<file path="src/rtl/core/cfdr_pkg.sv">
// Shared types, constants and functions for the framed date record checker.
package cfdr_pkg;

  localparam int unsigned PosW = 5;

  localparam logic [15:0]     RecordMagic = 16'h4C41;
  localparam logic [7:0]      RecordVer   = 8'd1;
  localparam logic [7:0]      RecordLen   = 8'd16;
  localparam logic [PosW-1:0] PosLen      = 5'd16;
  localparam logic [PosW-1:0] PosCrcEnd   = 5'd12;
  localparam logic [PosW-1:0] PosMax      = 5'd17;

  localparam logic [31:0] CrcPoly = 32'hEDB88320;
  localparam logic [31:0] CrcInit = 32'hFFFFFFFF;

  // Years 2000 to 2099 as a window on the raw YYYYMMDD value.
  localparam logic [31:0] DateLo    = 32'd20000000;
  localparam logic [31:0] DateHi    = 32'd20999999;
  localparam logic [19:0] YyRecip   = 20'd858994;  // ceil(2^33 / 10000)
  localparam int unsigned YyShift   = 33;
  localparam logic [12:0] MmRecip   = 13'd5243;    // ceil(2^19 / 100)
  localparam int unsigned MmShift   = 19;
  localparam logic [19:0] YearStep  = 20'd10000;
  localparam logic [13:0] MonthStep = 14'd100;

  typedef enum logic [2:0] {
    ST_OK      = 3'd0,
    ST_LENGTH  = 3'd1,
    ST_MAGIC   = 3'd2,
    ST_VERSION = 3'd3,
    ST_SIZE    = 3'd4,
    ST_CRC     = 3'd5,
    ST_DATE    = 3'd6
  } status_e;

  typedef struct packed {
    logic        record_ok;
    status_e     status;
    logic [31:0] revision;
    logic [24:0] date_value;
  } result_t;

  function automatic logic [31:0] crc_byte(input logic [31:0] crc, input logic [7:0] b);
    logic [31:0] c;
    c = crc ^ {24'd0, b};
    for (int k = 0; k < 8; k++) begin
      c = (c >> 1) ^ (CrcPoly & {32{c[0]}});
    end
    return c;
  endfunction

  function automatic logic [4:0] month_len(input logic [6:0] mm, input logic leap);
    logic [4:0] len;
    unique case (mm)
      7'd1, 7'd3, 7'd5, 7'd7, 7'd8, 7'd10, 7'd12: len = 5'd31;
      7'd4, 7'd6, 7'd9, 7'd11:                    len = 5'd30;
      7'd2:                                       len = leap ? 5'd29 : 5'd28;
      default:                                    len = 5'd0;
    endcase
    return len;
  endfunction

endpackage

</file>
<file path="src/rtl/core/cfdr_date_check.sv">
// Date validity pipeline, stepped by each record byte; the bytes after the date field carry it through.
module cfdr_date_check (
  input  logic        clk_i,
  input  logic        step_i,
  input  logic [31:0] date_i,
  output logic        date_ok_o
);
  import cfdr_pkg::*;

  logic        range_q;
  logic [19:0] r_q;
  logic [6:0]  yy_q;
  logic [13:0] mmdd_q;
  logic [6:0]  mm_q;

  logic [19:0] r_d;
  logic [39:0] yy_prod;
  logic [19:0] mmdd_full;
  logic [26:0] mm_prod;
  logic [13:0] dd_full;
  logic [6:0]  dd;
  logic [4:0]  lim;

  // Offset into the century, then year, month/day remainder, month, day.
  assign r_d       = 20'(date_i - DateLo);
  assign yy_prod   = {20'd0, r_q} * {20'd0, YyRecip};
  assign mmdd_full = r_q - 20'(yy_q) * YearStep;
  assign mm_prod   = {13'd0, mmdd_q} * {14'd0, MmRecip};
  assign dd_full   = mmdd_q - 14'(mm_q) * MonthStep;
  assign dd        = dd_full[6:0];
  assign lim       = month_len(mm_q, yy_q[1:0] == 2'b00);

  always_ff @(posedge clk_i) begin
    if (step_i) begin
      range_q <= (date_i >= DateLo) && (date_i <= DateHi);
      r_q     <= r_d;
      yy_q    <= yy_prod[YyShift +: 7];
      mmdd_q  <= mmdd_full[13:0];
      mm_q    <= mm_prod[MmShift +: 7];
    end
  end

  assign date_ok_o = range_q && (mm_q >= 7'd1) && (mm_q <= 7'd12) &&
                     (dd >= 7'd1) && (dd <= {2'b00, lim});

endmodule

</file>
<file path="src/rtl/core/cfdr_frame.sv">
// Byte capture, running CRC-32 and ordered frame checks.
module cfdr_frame (
  input  logic                      clk_i,
  input  logic                      rst_ni,
  input  logic                      step_i,
  input  logic [7:0]                data_byte_i,
  input  logic                      last_byte_i,
  input  logic                      date_ok_i,
  output logic [31:0]               date_next_o,
  output cfdr_pkg::result_t         result_o
);
  import cfdr_pkg::*;

  logic [PosW-1:0] pos_q, pos_d;
  logic [31:0]     crc_q, crc_d;
  logic [15:0]     magic_q, magic_d;
  logic [7:0]      version_q, version_d;
  logic [7:0]      size_q, size_d;
  logic [31:0]     revision_q, revision_d;
  logic [31:0]     date_q, date_d;
  logic [31:0]     checksum_q, checksum_d;
  status_e         status;

  always_comb begin
    magic_d    = magic_q;
    version_d  = version_q;
    size_d     = size_q;
    revision_d = revision_q;
    date_d     = date_q;
    checksum_d = checksum_q;
    priority if (pos_q < 5'd2) begin
      magic_d[{pos_q[0], 3'b000} +: 8] = data_byte_i;
    end else if (pos_q == 5'd2) begin
      version_d = data_byte_i;
    end else if (pos_q == 5'd3) begin
      size_d = data_byte_i;
    end else if (pos_q < 5'd8) begin
      revision_d[{pos_q[1:0], 3'b000} +: 8] = data_byte_i;
    end else if (pos_q < 5'd12) begin
      date_d[{pos_q[1:0], 3'b000} +: 8] = data_byte_i;
    end else if (pos_q < PosLen) begin
      checksum_d[{pos_q[1:0], 3'b000} +: 8] = data_byte_i;
    end else begin
      // Bytes past the sixteenth are not captured.
      checksum_d = checksum_q;
    end
    crc_d = (pos_q < PosCrcEnd) ? crc_byte(crc_q, data_byte_i) : crc_q;
    pos_d = (pos_q < PosMax) ? pos_q + 5'd1 : pos_q;
  end

  always_comb begin
    priority if (pos_d != PosLen) begin
      status = ST_LENGTH;
    end else if (magic_d != RecordMagic) begin
      status = ST_MAGIC;
    end else if (version_d != RecordVer) begin
      status = ST_VERSION;
    end else if (size_d != RecordLen) begin
      status = ST_SIZE;
    end else if (checksum_d != ~crc_d) begin
      status = ST_CRC;
    end else if (!date_ok_i) begin
      status = ST_DATE;
    end else begin
      status = ST_OK;
    end
  end

  assign date_next_o          = date_d;
  assign result_o.record_ok   = (status == ST_OK);
  assign result_o.status      = status;
  assign result_o.revision    = (status == ST_OK) ? revision_d : 32'd0;
  assign result_o.date_value  = (status == ST_OK) ? date_d[24:0] : 25'd0;

  always_ff @(posedge clk_i or negedge rst_ni) begin
    if (!rst_ni) begin
      pos_q      <= '0;
      crc_q      <= CrcInit;
      magic_q    <= '0;
      version_q  <= '0;
      size_q     <= '0;
      revision_q <= '0;
      date_q     <= '0;
      checksum_q <= '0;
    end else if (step_i) begin
      if (last_byte_i) begin
        pos_q      <= '0;
        crc_q      <= CrcInit;
        magic_q    <= '0;
        version_q  <= '0;
        size_q     <= '0;
        revision_q <= '0;
        date_q     <= '0;
        checksum_q <= '0;
      end else begin
        pos_q      <= pos_d;
        crc_q      <= crc_d;
        magic_q    <= magic_d;
        version_q  <= version_d;
        size_q     <= size_d;
        revision_q <= revision_d;
        date_q     <= date_d;
        checksum_q <= checksum_d;
      end
    end
  end

endmodule

</file>
<file path="src/rtl/core/crc_framed_date_record_decoder.sv">
// Top level of the framed date record checker: channel registers and assertions.
//
// Input channel: one record byte per transfer (data_byte_i) with last_byte_i
// marking the final byte of a record. Output channel: one result per record,
// given on the transfer that carries last_byte_i: record_ok_o, status_o and,
// on success only, revision_o and date_value_o (both zero on failure).
// A well-formed record is 16 bytes: magic, version, size, revision, date,
// and a CRC-32 of the first 12 bytes.
// Throughput: one byte per cycle while out_stall_i holds no result, set by
// the byte-wide CRC update and the single processing stage between the
// input and result registers, which hold a final byte and then its result.
// The date check runs as a short multiply pipeline that advances with the
// checksum bytes, so it is finished when the final byte is processed.
// Reset clears the frame's record state; the next byte starts a new record. After
// each result the record state returns to its reset value as well.
// When out_stall_i holds a waiting result, one more byte can sit in the input
// register; in_stall_o then rises until the result is taken.
module crc_framed_date_record_decoder (
  input  logic        clk_i,
  input  logic        rst_ni,
  input  logic        in_valid_i,
  output logic        in_stall_o,
  input  logic [7:0]  data_byte_i,
  input  logic        last_byte_i,
  output logic        out_valid_o,
  input  logic        out_stall_i,
  output logic        record_ok_o,
  output logic [2:0]  status_o,
  output logic [31:0] revision_o,
  output logic [24:0] date_value_o
);
  import cfdr_pkg::*;

  logic        in_valid_q;
  logic [7:0]  data_q;
  logic        last_q;
  logic        out_valid_q;
  result_t     res_q;
  result_t     res;
  logic        advance;
  logic        step;
  logic        date_ok;
  logic [31:0] date_next;

  assign advance    = !out_valid_q || !out_stall_i;
  assign step       = in_valid_q && advance;
  assign in_stall_o = in_valid_q && !advance;

  always_ff @(posedge clk_i or negedge rst_ni) begin
    if (!rst_ni) begin
      in_valid_q  <= 1'b0;
      out_valid_q <= 1'b0;
    end else begin
      if (!in_stall_o) begin
        in_valid_q <= in_valid_i;
      end
      if (advance) begin
        out_valid_q <= step && last_q;
      end
    end
  end

  always_ff @(posedge clk_i) begin
    if (in_valid_i && !in_stall_o) begin
      data_q <= data_byte_i;
      last_q <= last_byte_i;
    end
    if (step && last_q) begin
      res_q <= res;
    end
  end

  cfdr_frame u_frame (
    .clk_i       (clk_i),
    .rst_ni      (rst_ni),
    .step_i      (step),
    .data_byte_i (data_q),
    .last_byte_i (last_q),
    .date_ok_i   (date_ok),
    .date_next_o (date_next),
    .result_o    (res)
  );

  cfdr_date_check u_date (
    .clk_i     (clk_i),
    .step_i    (step),
    .date_i    (date_next),
    .date_ok_o (date_ok)
  );

  assign out_valid_o  = out_valid_q;
  assign record_ok_o  = res_q.record_ok;
  assign status_o     = res_q.status;
  assign revision_o   = res_q.revision;
  assign date_value_o = res_q.date_value;

`ifndef SYNTHESIS
  a_ok_matches_status: assert property (@(posedge clk_i) disable iff (!rst_ni)
    out_valid_q |-> (res_q.record_ok == (res_q.status == ST_OK)))
    else $error("record_ok disagrees with status");

  a_fail_zeroes: assert property (@(posedge clk_i) disable iff (!rst_ni)
    (out_valid_q && !res_q.record_ok) |-> (res_q.revision == 32'd0 &&
                                            res_q.date_value == 25'd0))
    else $error("failed record carries decoded fields");

  a_result_from_last: assert property (@(posedge clk_i) disable iff (!rst_ni)
    $rose(out_valid_q) |-> $past(in_valid_q && last_q))
    else $error("result without a final byte");

  a_stall_cause: assert property (@(posedge clk_i) disable iff (!rst_ni)
    in_stall_o |-> (out_valid_q && out_stall_i && in_valid_q))
    else $error("input stalled without a blocked result");
`endif

endmodule
</file>
<file path="config.mk">
export PLATFORM = sky130hd
export DESIGN_NAME = crc_framed_date_record_decoder
export DESIGN_NICKNAME = d
export VERILOG_FILES = /design/src/rtl/core/cfdr_pkg.sv /design/src/rtl/core/cfdr_date_check.sv /design/src/rtl/core/cfdr_frame.sv /design/src/rtl/core/crc_framed_date_record_decoder.sv
export SDC_FILE = /design/constraint.sdc
export NUM_CORES = 1
export LEC_CHECK = 0
export BUFFER_PORTS_ARGS = -buffer_cell sky130_fd_sc_hd__buf_2
export CELL_PAD_IN_SITES_DETAIL_PLACEMENT = 1
export CELL_PAD_IN_SITES_GLOBAL_PLACEMENT = 1
export CORE_ASPECT_RATIO = 1.1
export CORE_MARGIN = 5
export CORE_UTILIZATION = 46
export DETAILED_ROUTE_END_ITERATION = 8
export GPL_TIMING_DRIVEN = 1
export PLACE_DENSITY = 0.77
export SYNTH_ARGS = -nofsm -noshare
export SYNTH_HDL_FRONTEND = slang
export SYNTH_SLANG_ARGS = --single-unit
</file>
<file path="constraint.sdc">
create_clock -name clk_i -period 5.8 [get_ports clk_i]
set_input_delay 0.29 -clock clk_i [delete_from_list [all_inputs] [get_ports clk_i]]
set_output_delay 0.29 -clock clk_i [all_outputs]
set_load 0.005 [all_outputs]
</file>
# After elaboration in Yosys (flattened, before gate mapping)
# Index checks and enable logic that the tools add are counted.
totals:
  regBits: 286
  out_inout_bits: 63
classes:
  addsub: 6
  mul: 4
  magnitude_cmp: 11
  eq_ne: 19
  shift: 4
  n_mux: 43
  bitwise: 10
  reduce_logical: 18
ops:
  columns: ["cell", "n"]
  rows:
  - ["2-to-1 mux 32 bit", 20]
  - ["bitwise XOR 31 x 32 -> 32 bit", 8]
  - ["bitwise mux 32 bit", 3]
  - ["2-to-1 mux 8 bit", 7]
  - ["multiplier 20 x 19 -> 39 bit, second input constant", 1]
  - ["== test 7 x 4 -> 1 bit, second input constant", 5]
  - [">= comparator 32 x 25 -> 1 bit, second input constant", 1]
  - ["<= comparator 32 x 25 -> 1 bit, second input constant", 1]
  - ["2-to-1 mux 16 bit", 2]
  - ["!= test 32 bit", 1]
  - ["inverter 32 bit", 1]
  - ["variable shift 8 x 7 -> 32 bit, first input constant", 1]
  - ["indexed part select 8 x 7 -> 32 bit", 1]
  - ["bitwise XOR 32 x 8 -> 32 bit", 1]
  - ["== test 7 x 3 -> 1 bit, second input constant", 4]
  - ["multiplier 14 x 13 -> 26 bit, second input constant", 1]
  - ["subtractor 20 x 17 -> 20 bit, second input constant", 1]
  - ["2-to-1 mux 3 bit", 6]
  - ["bitwise mux 16 bit", 1]
  - ["!= test 16 x 15 -> 1 bit, second input constant", 1]
  - ["variable shift 8 x 6 -> 16 bit, first input constant", 1]
  - ["indexed part select 8 x 6 -> 16 bit", 1]
  - ["one-hot mux 5 bit (3 select lines)", 1]
  - ["== test 7 x 2 -> 1 bit, second input constant", 2]
  - ["other kinds (27)", 43]

# Logic depth before layout (Yosys ltp)
# Gate-level depths: netlist (run 1).
depth:
  depth_word: 18
  depth_mapped: 21
  mapped_depth_nobuf: 21

# Modules after synthesis
# A second synthesis (run 1) with hierarchy kept.
unflattened:
  hier_cells: 2531
  area_unflattened_um2: 25628.3
modules_own_cells:
  columns: ["mod", "instances", "cells_each", "area_each_um2"]
  rows:
  - ["cfdr_date_check", 1, 1276, 12748.5]
  - ["cfdr_frame", 1, 1174, 10679.0]
  - ["crc_framed_date_record_decoder", 1, 81, 2200.9]

# Least setup slack after synthesis (run 1)
# OpenSTA, ideal clock, no wires.
synth_path:
  path_kind: "flip-flop to flip-flop"
  start: "register u_date.r_q[13]"
  end: "register u_date.yy_q[5], data pin"
  setup_time_ns: 0.266
  t_arrival_ns: 5.813
  required_time_ns: 5.534
  path_slack_ns: -0.278
  stages_incl_launch_ff: 21
  period_less_slack_ns: 6.078
  path_cell_list: "edfxtp_1 ha_1 fa_1 inv_1 fa_1 inv_1 fa_1 fa_1 inv_1 fa_1 inv_1 ha_1 o21a_1 o21ai_0 a2111oi_0 o2111ai_1 a311o_1 o2bb2ai_1 o311a_1 a21boi_0 xor2_1"
synth_via:
  elab_chain_cells: 1
synth_rtl:
  columns: ["element", "line_no", "text"]
  rows:
  - ["start, declared", "cfdr_date_check.sv:11", "logic [19:0] r_q;"]
  - ["start signal, assigned", "cfdr_date_check.sv:36", "r_q <= r_d;"]
  - ["multiplier 20 x 19 -> 39 bit", "cfdr_date_check.sv:26", "assign yy_prod = {20'd0, r_q} * {20'd0, YyRecip};"]
  - ["named net u_date.yy_prod[38]", "cfdr_date_check.sv:17", "logic [39:0] yy_prod;"]
  - ["end signal, assigned", "cfdr_date_check.sv:37", "yy_q <= yy_prod[YyShift +: 7];"]
  - ["end, declared", "cfdr_date_check.sv:12", "logic [6:0] yy_q;"]
# The timed path passes the listed nets, and every way through them passes these cells.
# A chain may end at the register's enable or synchronous reset.

# Worst setup path in the final report (run 1)
layout_path:
  start: "register u_date.r_q[9]"
  end: "register u_date.yy_q[5], data pin"
# Same word-level chain as after synthesis.

==> results of run 1 <==
## registers in the layout, summed over array words and instances (netlist names), 8 cells and up
| name | flops |
|---|---|
| u_frame.revision_q | 32 |
| u_frame.date_q | 32 |
| revision_o | 32 |
| u_frame.magic_q | 16 |
| u_frame.checksum_q | 32 |
| u_frame.size_q | 8 |
| u_frame.crc_q | 32 |
| data_q | 8 |
| u_frame.version_q | 8 |
| u_date.mmdd_q | 14 |
| u_date.r_q | 20 |
| date_value_o | 25 |
## worst max-delay path: cells and delay by family (launching register included)
kind / cells / cell delay (ps)
adders and majority gates: 7 / 2780
AOI/OAI and AO/OA: 7 / 1570
buffers and inverters: 8 / 890
xor gates and xnor gates: 1 / 90
DFF: 1 / 480
## layout make-up
type / instances / share of cell area [%]
well taps: 736 / 3.15
clock buffers: 40 / 2.95
multi-input cells: 1624 / 54.1
repair buffers: 260 / 6.33
inverters: 478 / 6.15
flip-flops and latches: 286 / 26.7
clock inverters: 16 / 0.647
## worst paths after layout
check	from	end	slack, ps	depth (start not counted)
setup / recovery	u_date.r_q[9]	u_date.yy_q[5]	-260	23
hold reg to reg	u_frame.revision_q[27]	u_frame.revision_q[27]	490	2
hold / removal	rst_ni	u_frame.revision_q[19]	400	2
max in group asynchronous	rst_ni	u_frame.date_q[26]	3960	3
min in group clk_i	data_byte_i[3]	data_q[3]	430	2
setup reg to reg	u_date.r_q[9]	u_date.yy_q[5]	-260	23
## repair_timing
item                                   4_1_cts  5_1_grt
hold buffers                                13        0
pin swaps                                   60       17
gates resized for setup                     53       23
setup endpoints to repair                    7        7
endpoints found under the hold margin       97        0
setup buffers                               18       11
## per-stage QoR
step / setup TNS, ps / area (µm²) / hold slack, ps / worst slack (ps)
2_1_floorplan: 0 / 25400 / -5.59 / 8.96
3_3_place_gp: -875 / 27400 / 457 / -259
3_5_place_dp: -2410 / 27400 / 468 / -581
4_1_cts: -423 / 29000 / 392 / -171
5_1_grt: -2280 / 29200 / 427 / -412
6_report: -1240 / 29200 / 396 / -260
## placed cells by master, fill, tap and decap left out, drive strengths merged, types with 12 or more instances in the layout
cell type,n
inv,478
ha,305
buf,247
fa,204
nand2,174
dfrtp,135
o21ai,132
edfxtp,119
nor2,102
a21oi,98
xnor2,98
nor3,66
xor2,48
a22o,45
clkbuf,40
dfstp,32
mux2i,23
nand3,22
xnor3,21
nor4,21
a21o,14
and2,14
nand4,14
o21a,13
a31oi,13
dlygate4sd3,13
o22a,12
clkinv,12
## routing by layer
metal	global-route usage [%]	wire length [µm]
met1	32.0	31400
met2	49.2	42500
met3	2.30	2950
met4	9.76	3500
met5	0	13
## cells by family after synthesis
logic type                 after synthesis  synth area share, %
DFF                                    286                 30.9
buffers and inverters                  562                 8.42
and+or+nand+nor                        498                 9.89
adders and majority gates              509                 31.3
AOI/OAI and AO/OA                      419                 10.7
muxes                                   26                 1.05
xor gates and xnor gates               172                 7.75
==> reports/metrics.csv, run 1 <==
stage,metric,value,unit
cts,clk buf depth,3,
die,Rows,90,
die,die width,233,µm
yosys,area share of the largest cell type after synthesis,16.2,%
timing,Final setup viols,6,
setup_path,"critical path, cell by cell",buf_4 > ha_4 > buf_4 > buf_4 > ha_1 > inv_1 > fa_1 > inv_1 > fa_1 > fa_1 > inv_1 > fa_1 > inv_2 > ha_4 > o21ai_2 > a2111oi_4 > buf_4 > o2111ai_4 > a311o_1 > o2bb2ai_2 > o311a_4 > a21boi_2 > xor2_1,
status,status,"complete, but fails checks",
yosys,"Cell Area, Synth",25300,µm²
timing,RSZ-0062 raised after global routing,true,
timing,max-slew violation count,0,
setup_path,Worst Path Max Fanout,3,
yosys,top cells by instance count after synthesis,"inv_1, ha_1, fa_1",
detailed_routing,Avg Vias per Cell,5.57,
setup_path,worst endpoint required time,6130,ps
yosys,register area share after synthesis,30.9,%
global_route,initial antenna violation count,2,
cts,CTS clock-pin slew for the worst setup and hold paths,70,ps
cts,TritonCTS Sinks,286,
yosys,Synth Register Bits,286,
global_route,GRT overflow,0,
placement,HPWL Detailed,62.1,mm
timing,Final Hold Fails,0,
final_layout,Layout Utilization,53.5,%
detailed_routing,DRT Pass-1 Iters,5,
final_layout,Nets,3202,
setup_path,slowest cell on the critical path,fa_1,
detailed_routing,DR WL/cell,23.4,µm
timing,Relative slew margins,16.5,%
final_layout,area of the multi-input gates,15800,µm²
final_layout,Non-Filler Instances,3440,
cts,TritonCTS Buffers,30,
cts,CTS tree,done,
final_layout,ant diodes,0,
global_route,first-pass GRT wire length,124,mm
die,Die Span Y,256,µm
setup_path,Critical Path Source Type,flop,
worst_hold_path,min-delay worst type,in -> async,
die,area of the core,54600,µm²
final_layout,FILL cells,5983,
placement,input/output buffers,75,
timing,crit share post-route,104,%
yosys,Synth area leader,fa_1,
placement,Final Wtd Congestion,0.942,
final_layout,share of cells above drive strength 1,15.9,%
final_layout,Area Overhead vs Synth,15.6,%
placement,Placed Cells,3343,
global_route,number of global-route vias before repair,21300,
status,failing checks,negative setup slack,
yosys,most common cell in the netlist,inv_1,
timing,Final WS setup,-260,ps
yosys,Post-Synthesis Net Count,2994,
timing,Worst-Margin Slew,1240,ps
detailed_routing,initial DRC count,1062,
yosys,prevailing post-synth register cell,dfrtp_1,
setup_path,Worst path max stage delay,510,ps
setup_path,critical path type,reg -> reg,
cts,Clk Tree Root Cell,clkbuf_16,
detailed_routing,Post-DRT Antenna Nets,0,
detailed_routing,DRC violations left,0,
yosys,synth unique cells,82,
yosys,"EDFF count, synth",119,
die,DIE AREA,59700,µm²
yosys,Post-synth ARST share,58.4,%
run,max-cap viol count,0,
detailed_routing,final wirelength,80.3,mm
final_layout,Sequential cell area,7790,µm²
die,Initial Utilization,46.2,%
timing,Clock Skews,17.4,ps
die,I/O Pins,76,
cts,clk_lat worst skew,590,ps
cts,CTS HTree Levels,1,
setup_path,critical path arrival,6390,ps
detailed_routing,Via Count,19200,
timing,Final min period,6060,ps
timing,fmax,0.165,GHz
yosys,warnings from Yosys,0,
yosys,Syn Area/Cell,10.2,µm²
global_route,pin count of the biggest net entering global routing,106,
yosys,Area contributors post-synth,"fa_1, ha_1, edfxtp_1",
setup_path,Worst setup EP type,flop,
global_route,Total GRT Usage,26.6,%
yosys,cells after synthesis,2472,
Power of run 1 is not shown: default switching activity piles up to over one toggle a cycle in this logic, so the estimate is an artifact.
==> run 2, diff against run 1 <==
--- a/config.mk
+++ b/config.mk
@@ -13,6 +13,7 @@
 export CORE_UTILIZATION = 46
 export DETAILED_ROUTE_END_ITERATION = 8
 export GPL_TIMING_DRIVEN = 1
+export MAX_ROUTING_LAYER = met4
 export PLACE_DENSITY = 0.77
 export SYNTH_ARGS = -nofsm -noshare
 export SYNTH_HDL_FRONTEND = slang
==> reports/metrics.csv, run 2 (synthesized netlist as in run 1, its figures left out) <==
stage,metric,value,unit
status,status,"complete, but fails checks",
status,failing checks,negative setup slack,
cts,CTS clock-pin slew for the worst setup and hold paths,70,ps
setup_path,Worst Path Max Fanout,4,
detailed_routing,Post-DRT Antenna Nets,0,
detailed_routing,final wirelength,78.2,mm
final_layout,Final Cell Area,29100,µm²
setup_path,critical path type,reg -> reg,
setup_path,Worst path max stage delay,600,ps
setup_path,slowest cell on the critical path,fa_1,
global_route,pin count of the biggest net entering global routing,100,
die,area of the core,54600,µm²
detailed_routing,DRT Pass-1 Iters,5,
setup_path,critical path arrival,6230,ps
cts,CTS HTree Levels,1,
global_route,initial antenna violation count,2,
timing,max-slew violation count,0,
timing,Worst-Margin Slew,1170,ps
placement,input/output buffers,75,
detailed_routing,DRC violations left,0,
detailed_routing,DR WL/cell,22.8,µm
detailed_routing,Avg Vias per Cell,5.56,
die,DIE AREA,59700,µm²
timing,crit share post-route,102,%
die,Initial Utilization,46.2,%
placement,placed cell area,27400,µm²
cts,TritonCTS Sinks,286,
global_route,number of global-route vias before repair,21500,
cts,TritonCTS Buffers,30,
placement,Final Wtd Congestion,0.961,
die,Die Span Y,256,µm
detailed_routing,Via Count,19100,
global_route,first-pass GRT wire length,122,mm
detailed_routing,initial DRC count,1112,
cts,clk_lat worst skew,590,ps
timing,Clock Skews,35.3,ps
setup_path,source of the worst register-to-register timing path,u_date.r_q[15],
final_layout,"leading cell type in the layout, fill and taps excluded",inv_1,
timing,Final Hold Fails,0,
global_route,Total GRT Usage,26.7,%
timing,fmax,0.169,GHz
timing,RSZ-0062 raised after global routing,true,
setup_path,Worst Reg-to-Reg Cells,19,
worst_hold_path,min-delay worst type,in -> async,
final_layout,share of cells above drive strength 1,16.4,%
die,die width,233,µm
timing,Final WS setup,-118,ps
setup_path,worst endpoint required time,6110,ps
setup_path,"critical path, cell by cell",ha_4 > inv_2 > fa_1 > fa_2 > inv_2 > fa_2 > fa_1 > inv_1 > fa_1 > inv_2 > ha_4 > nand4_1 > a2111oi_4 > o2111ai_2 > a311o_1 > o2bb2ai_4 > o311a_4 > a21boi_2 > xor2_1,
setup_path,reg2reg setup slack,-120,ps
placement,HPWL Detailed,61.0,mm
setup_path,Worst setup EP type,flop,
cts,Clk Tree Root Cell,clkbuf_16,
die,Rows,90,
timing,Relative slew margins,20.9,%
final_layout,Area Overhead vs Synth,15.4,%
die,I/O Pins,76,
timing,Final setup viols,5,
cts,CTS tree,done,
timing,Final min period,5920,ps
final_layout,Layout Utilization,53.4,%
setup_path,Critical Path Source Type,flop,
global_route,GRT overflow,0,
final_layout,Nets,3198,
final_layout,"commonest non-fill, non-tap cells in the layout","inv_1, ha_1, fa_1",
setup_path,worst reg2reg endpoint,u_date.yy_q[5],
cts,clk buf depth,3,
run,max-cap viol count,0,
-- run 2: cell count changes in the layout (fill, tap and decap cells not counted), sizes merged --
cell,before,now
clkbuf,40,42
clkinvlp,0,1
diode,0,1
clkinv,12,9
inv,478,480
buf,247,243
bufinv,4,2
-- run 2: worst max path at each step --
stage	from	to	slack, ps
6_report	u_date.r_q[15]	u_date.yy_q[5]	-120
5_1_grt	u_date.r_q[1]	u_date.yy_q[5]	-260
4_1_cts	u_date.r_q[11]	u_date.yy_q[5]	-60
3_5_place_dp	u_date.r_q[13]	u_date.yy_q[6]	-530
3_3_place_gp	u_date.r_q[13]	u_date.yy_q[6]	-290
2_1_floorplan	u_date.r_q[13]	u_date.yy_q[5]	9
-- run 2: stage by stage --
stage	setup WS, ps	hold WS [ps]	std cells	TNS [ps]
floorplan	8.96	-5.59	2472	0
global placement	-285	454	3342	-1070
detailed placement	-534	468	3342	-2510
CTS	-62.8	382	3424	-133
global route	-259	416	3436	-1020
finish	-118	382	3437	-307
-- run 2: layout make-up --
type,count,area (µm²)
Antenna cell,1,2.50
Clock buffer,42,882
Clock inverter,14,138
Fill cell,5963,25500
Inverter,478,1790
Multi-Input combinational cell,1624,15800
Sequential cell,286,7790
Tap cell,736,921
Timing Repair Buffer,256,1800
-- run 2: worst max-delay path, delay by kind of cell (launching register included) --
kind	cells	cell delay [ps]
AND/OR/NAND/NOR	1	140
buffers and inverters	4	230
AO/OA/AOI/OAI	6	1550
flip-flops	1	520
adder cells (fa/ha/maj)	7	3110
XOR/XNOR	1	80
-- run 2: metal layers --
| layer | up-vias | share of wire, % | GRT usage, % |
|---|---|---|---|
| met5 | - | 0 | - |
| met4 | 0 | 4.2 | 9.28 |
| met3 | 173 | 3.3 | 2.20 |
| met2 | 414 | 52 | 47.4 |
| met1 | 9853 | 40 | 32.0 |
| li1 | 8676 | - | - |
-- run 2: what timing repair did --
action,in CTS,in global routing
endpoints found under the hold margin,90,0
hold buffers,13,0
resized for setup,71,21
pin swaps,77,19
setup buffers,14,12
setup endpoints to repair,7,6
Power of run 2 is left out for the same reason.
==> run 3, diff against run 2 <==
--- a/config.mk
+++ b/config.mk
@@ -5,12 +5,13 @@
 export SDC_FILE = /design/constraint.sdc
 export NUM_CORES = 1
 export LEC_CHECK = 0
+export ABC_AREA = 1
 export BUFFER_PORTS_ARGS = -buffer_cell sky130_fd_sc_hd__buf_2
 export CELL_PAD_IN_SITES_DETAIL_PLACEMENT = 1
 export CELL_PAD_IN_SITES_GLOBAL_PLACEMENT = 1
 export CORE_ASPECT_RATIO = 1.1
 export CORE_MARGIN = 5
-export CORE_UTILIZATION = 46
+export CORE_UTILIZATION = 44
 export DETAILED_ROUTE_END_ITERATION = 8
 export GPL_TIMING_DRIVEN = 1
 export MAX_ROUTING_LAYER = met4
==> reports/metrics.csv, run 3 <==
stage,metric,value,unit
status,status,"finished, final reports clean",
die,area of the core,59700,µm²
setup_path,Worst Reg-to-Reg Cells,18,
setup_path,source of the worst register-to-register timing path,u_date.r_q[16],
timing,Relative slew margins,25.3,%
run,max-cap viol count,0,
yosys,Synth Register Bits,286,
yosys,warnings from Yosys,0,
detailed_routing,initial DRC count,1225,
final_layout,share of cells above drive strength 1,7.31,%
setup_path,critical path arrival,5860,ps
detailed_routing,DRT Pass-1 Iters,5,
timing,Final Hold Fails,0,
yosys,top cells by instance count after synthesis,"nand2_1, inv_1, ha_1",
setup_path,Worst Path Max Fanout,4,
placement,Final Wtd Congestion,0.924,
die,Rows,94,
worst_hold_path,worst hold stages,3,
setup_path,Worst setup EP type,flop,
setup_path,reg2reg setup slack,230,ps
global_route,number of global-route vias before repair,24400,
timing,RSZ-0062 raised after global routing,true,
yosys,Synth area leader,fa_1,
global_route,met2 usage,48.6,%
die,die width,244,µm
global_route,gr busiest metal,met2,
final_layout,Nets,3831,
cts,clk buf depth,3,
die,Die Span Y,268,µm
detailed_routing,DR WL/cell,21.0,µm
global_route,first-pass GRT wire length,137,mm
setup_path,Critical Path Source Type,flop,
cts,CTS clock-pin slew for the worst setup and hold paths,60,ps
yosys,Syn Area/Cell,8.20,µm²
setup_path,worst reg2reg endpoint,u_date.yy_q[1],
yosys,most common cell in the netlist,nand2_1,
die,DIE AREA,65300,µm²
global_route,initial antenna violation count,2,
yosys,Post-Synthesis Net Count,3757,
timing,fmax,0.180,GHz
setup_path,CP top delay family,adder cells,
global_route,Total GRT Usage,27.3,%
timing,Clock Skews,25.9,ps
cts,clk_lat worst skew,560,ps
detailed_routing,Post-DRT Antenna Nets,0,
yosys,"EDFF count, synth",119,
cts,TritonCTS Sinks,286,
global_route,GRT overflow,0,
cts,CTS HTree Levels,2,
timing,Final setup viols,0,
global_route,GRT met1 Usage,33.3,%
final_layout,ant diodes,0,
final_layout,"leading cell type in the layout, fill and taps excluded",nand2_1,
cts,CTS tree,done,
yosys,register area share after synthesis,29.4,%
yosys,prevailing post-synth register cell,dfrtp_1,
yosys,Area contributors post-synth,"fa_1, ha_1, edfxtp_1",
global_route,pin count of the biggest net entering global routing,90,
setup_path,worst endpoint required time,6090,ps
cts,Clk Tree Root Cell,clkbuf_16,
cts,TritonCTS Buffers,35,
yosys,synth unique cells,61,
setup_path,slowest cell on the critical path,fa_1,
detailed_routing,DRC violations left,0,
yosys,Post-synth ARST share,58.4,%
detailed_routing,final wirelength,86.0,mm
final_layout,"commonest non-fill, non-tap cells in the layout","nand2_1, inv_1, ha_1",
timing,Final min period,5570,ps
detailed_routing,Via Count,22200,
worst_hold_path,min-delay worst type,in -> reg,
setup_path,Worst path max stage delay,560,ps
setup_path,buffer and inverter count on the worst path,4,
die,I/O Pins,76,
worst_hold_path,WHS Endpoint,out_valid_o,
placement,HPWL Detailed,68.9,mm
timing,WHS,37.7,ps
detailed_routing,Avg Vias per Cell,5.40,
final_layout,Area Overhead vs Synth,9.44,%
yosys,area share of the largest cell type after synthesis,15.4,%
setup_path,"most used cell, CP",fa_1,
global_route,M3 GR Usage,2.30,%
placement,input/output buffers,75,
timing,Worst-Margin Slew,1120,ps
setup_path,"critical path, cell by cell",ha_2 > inv_1 > fa_1 > inv_1 > fa_1 > fa_1 > fa_1 > inv_1 > fa_1 > inv_1 > ha_1 > a21oi_2 > nand2_1 > a21oi_2 > o21ai_0 > a221oi_1 > o21ai_0 > xor2_1,
worst_hold_path,Worst Hold Launch,out_stall_i,
setup_path,critical path type,reg -> reg,
timing,crit share post-route,96.0,%
timing,max-slew violation count,0,
die,Initial Utilization,44.4,%
yosys,cells after synthesis,3235,
yosys,"Cell Area, Synth",26500,µm²
## run 3: cell types whose count changed in the layout (fill, tap and decap cells not counted), sizes merged, moves of 51 or more
cell,previous run,this run
o21ai,132,217
o22ai,4,55
inv,480,685
nor2,102,192
buf,243,101
nand3,22,135
nand2,174,781
xnor2,98,23
## run 3: worst min-delay path, delay by kind of cell
kind	cells	cell delay, ps
and+or+nand+nor	1	100
AOI/OAI and AO/OA	1	90
buffers and inverters	1	80
## run 3: repair_timing
item                       in CTS  in global routing
buffers inserted                0                  3
resized for setup               0                  8
hold buffers                   11                  0
setup endpoints to repair       0                  5
hold endpoints to repair       35                  0
## run 3: routing by layer
| layer | vias up | wire length, µm |
|---|---|---|
| li1 | 10400 | - |
| met1 | 11200 | 36400 |
| met2 | 392 | 44100 |
| met3 | 154 | 2500 |
| met4 | 0 | 3030 |
| met5 | - | 0 |
## run 3: stage by stage
step | instances | worst slack, ps | cell area [µm²] | utilization, % | TNS [ps]
floorplan | 3235 | 600 | 26500 | - | 0
global placement | 4026 | 264 | 27700 | 46.4 | 0
detailed placement | 4026 | 165 | 27700 | 46.4 | 0
CTS | 4101 | 151 | 29000 | 48.5 | 0
global route | 4104 | -18.1 | 29000 | 48.6 | -31.1
finish | 4104 | 233 | 29000 | 48.6 | 0
## run 3: worst max path at each step
stage	start	end	slack, ps	cells past startpoint
floorplan	u_date.r_q[5]	u_date.yy_q[1]	600	18
global placement	u_date.r_q[2]	u_date.yy_q[4]	260	17
detailed placement	u_date.r_q[4]	u_date.yy_q[1]	160	18
CTS	u_date.r_q[4]	u_date.yy_q[1]	150	18
global route	u_date.r_q[16]	u_date.yy_q[1]	-20	18
finish	u_date.r_q[16]	u_date.yy_q[1]	230	18
## run 3: logic make-up (layout without fill, tap and decap cells)
family,after synthesis,in the layout,synth area share (%)
and+or+nand+nor,1184,1184,18.5
DFF,286,286,29.4
adders and majority gates,509,509,29.8
muxes,1,1,0.0377
xor gates and xnor gates,62,62,2.05
buffers and inverters,759,860,11.1
AOI/OAI and AO/OA,434,434,9.26
## run 3: cell type report
class	instances	area, µm²
fillers	7251	30700
multi-input cells	2190	15900
flip-flops and latches	286	7790
inverters	684	2570
clock buffers	52	1010
well taps	768	961
repair buffers	112	687
clock inverters	12	141
Power of run 3 is left out for the same reason.
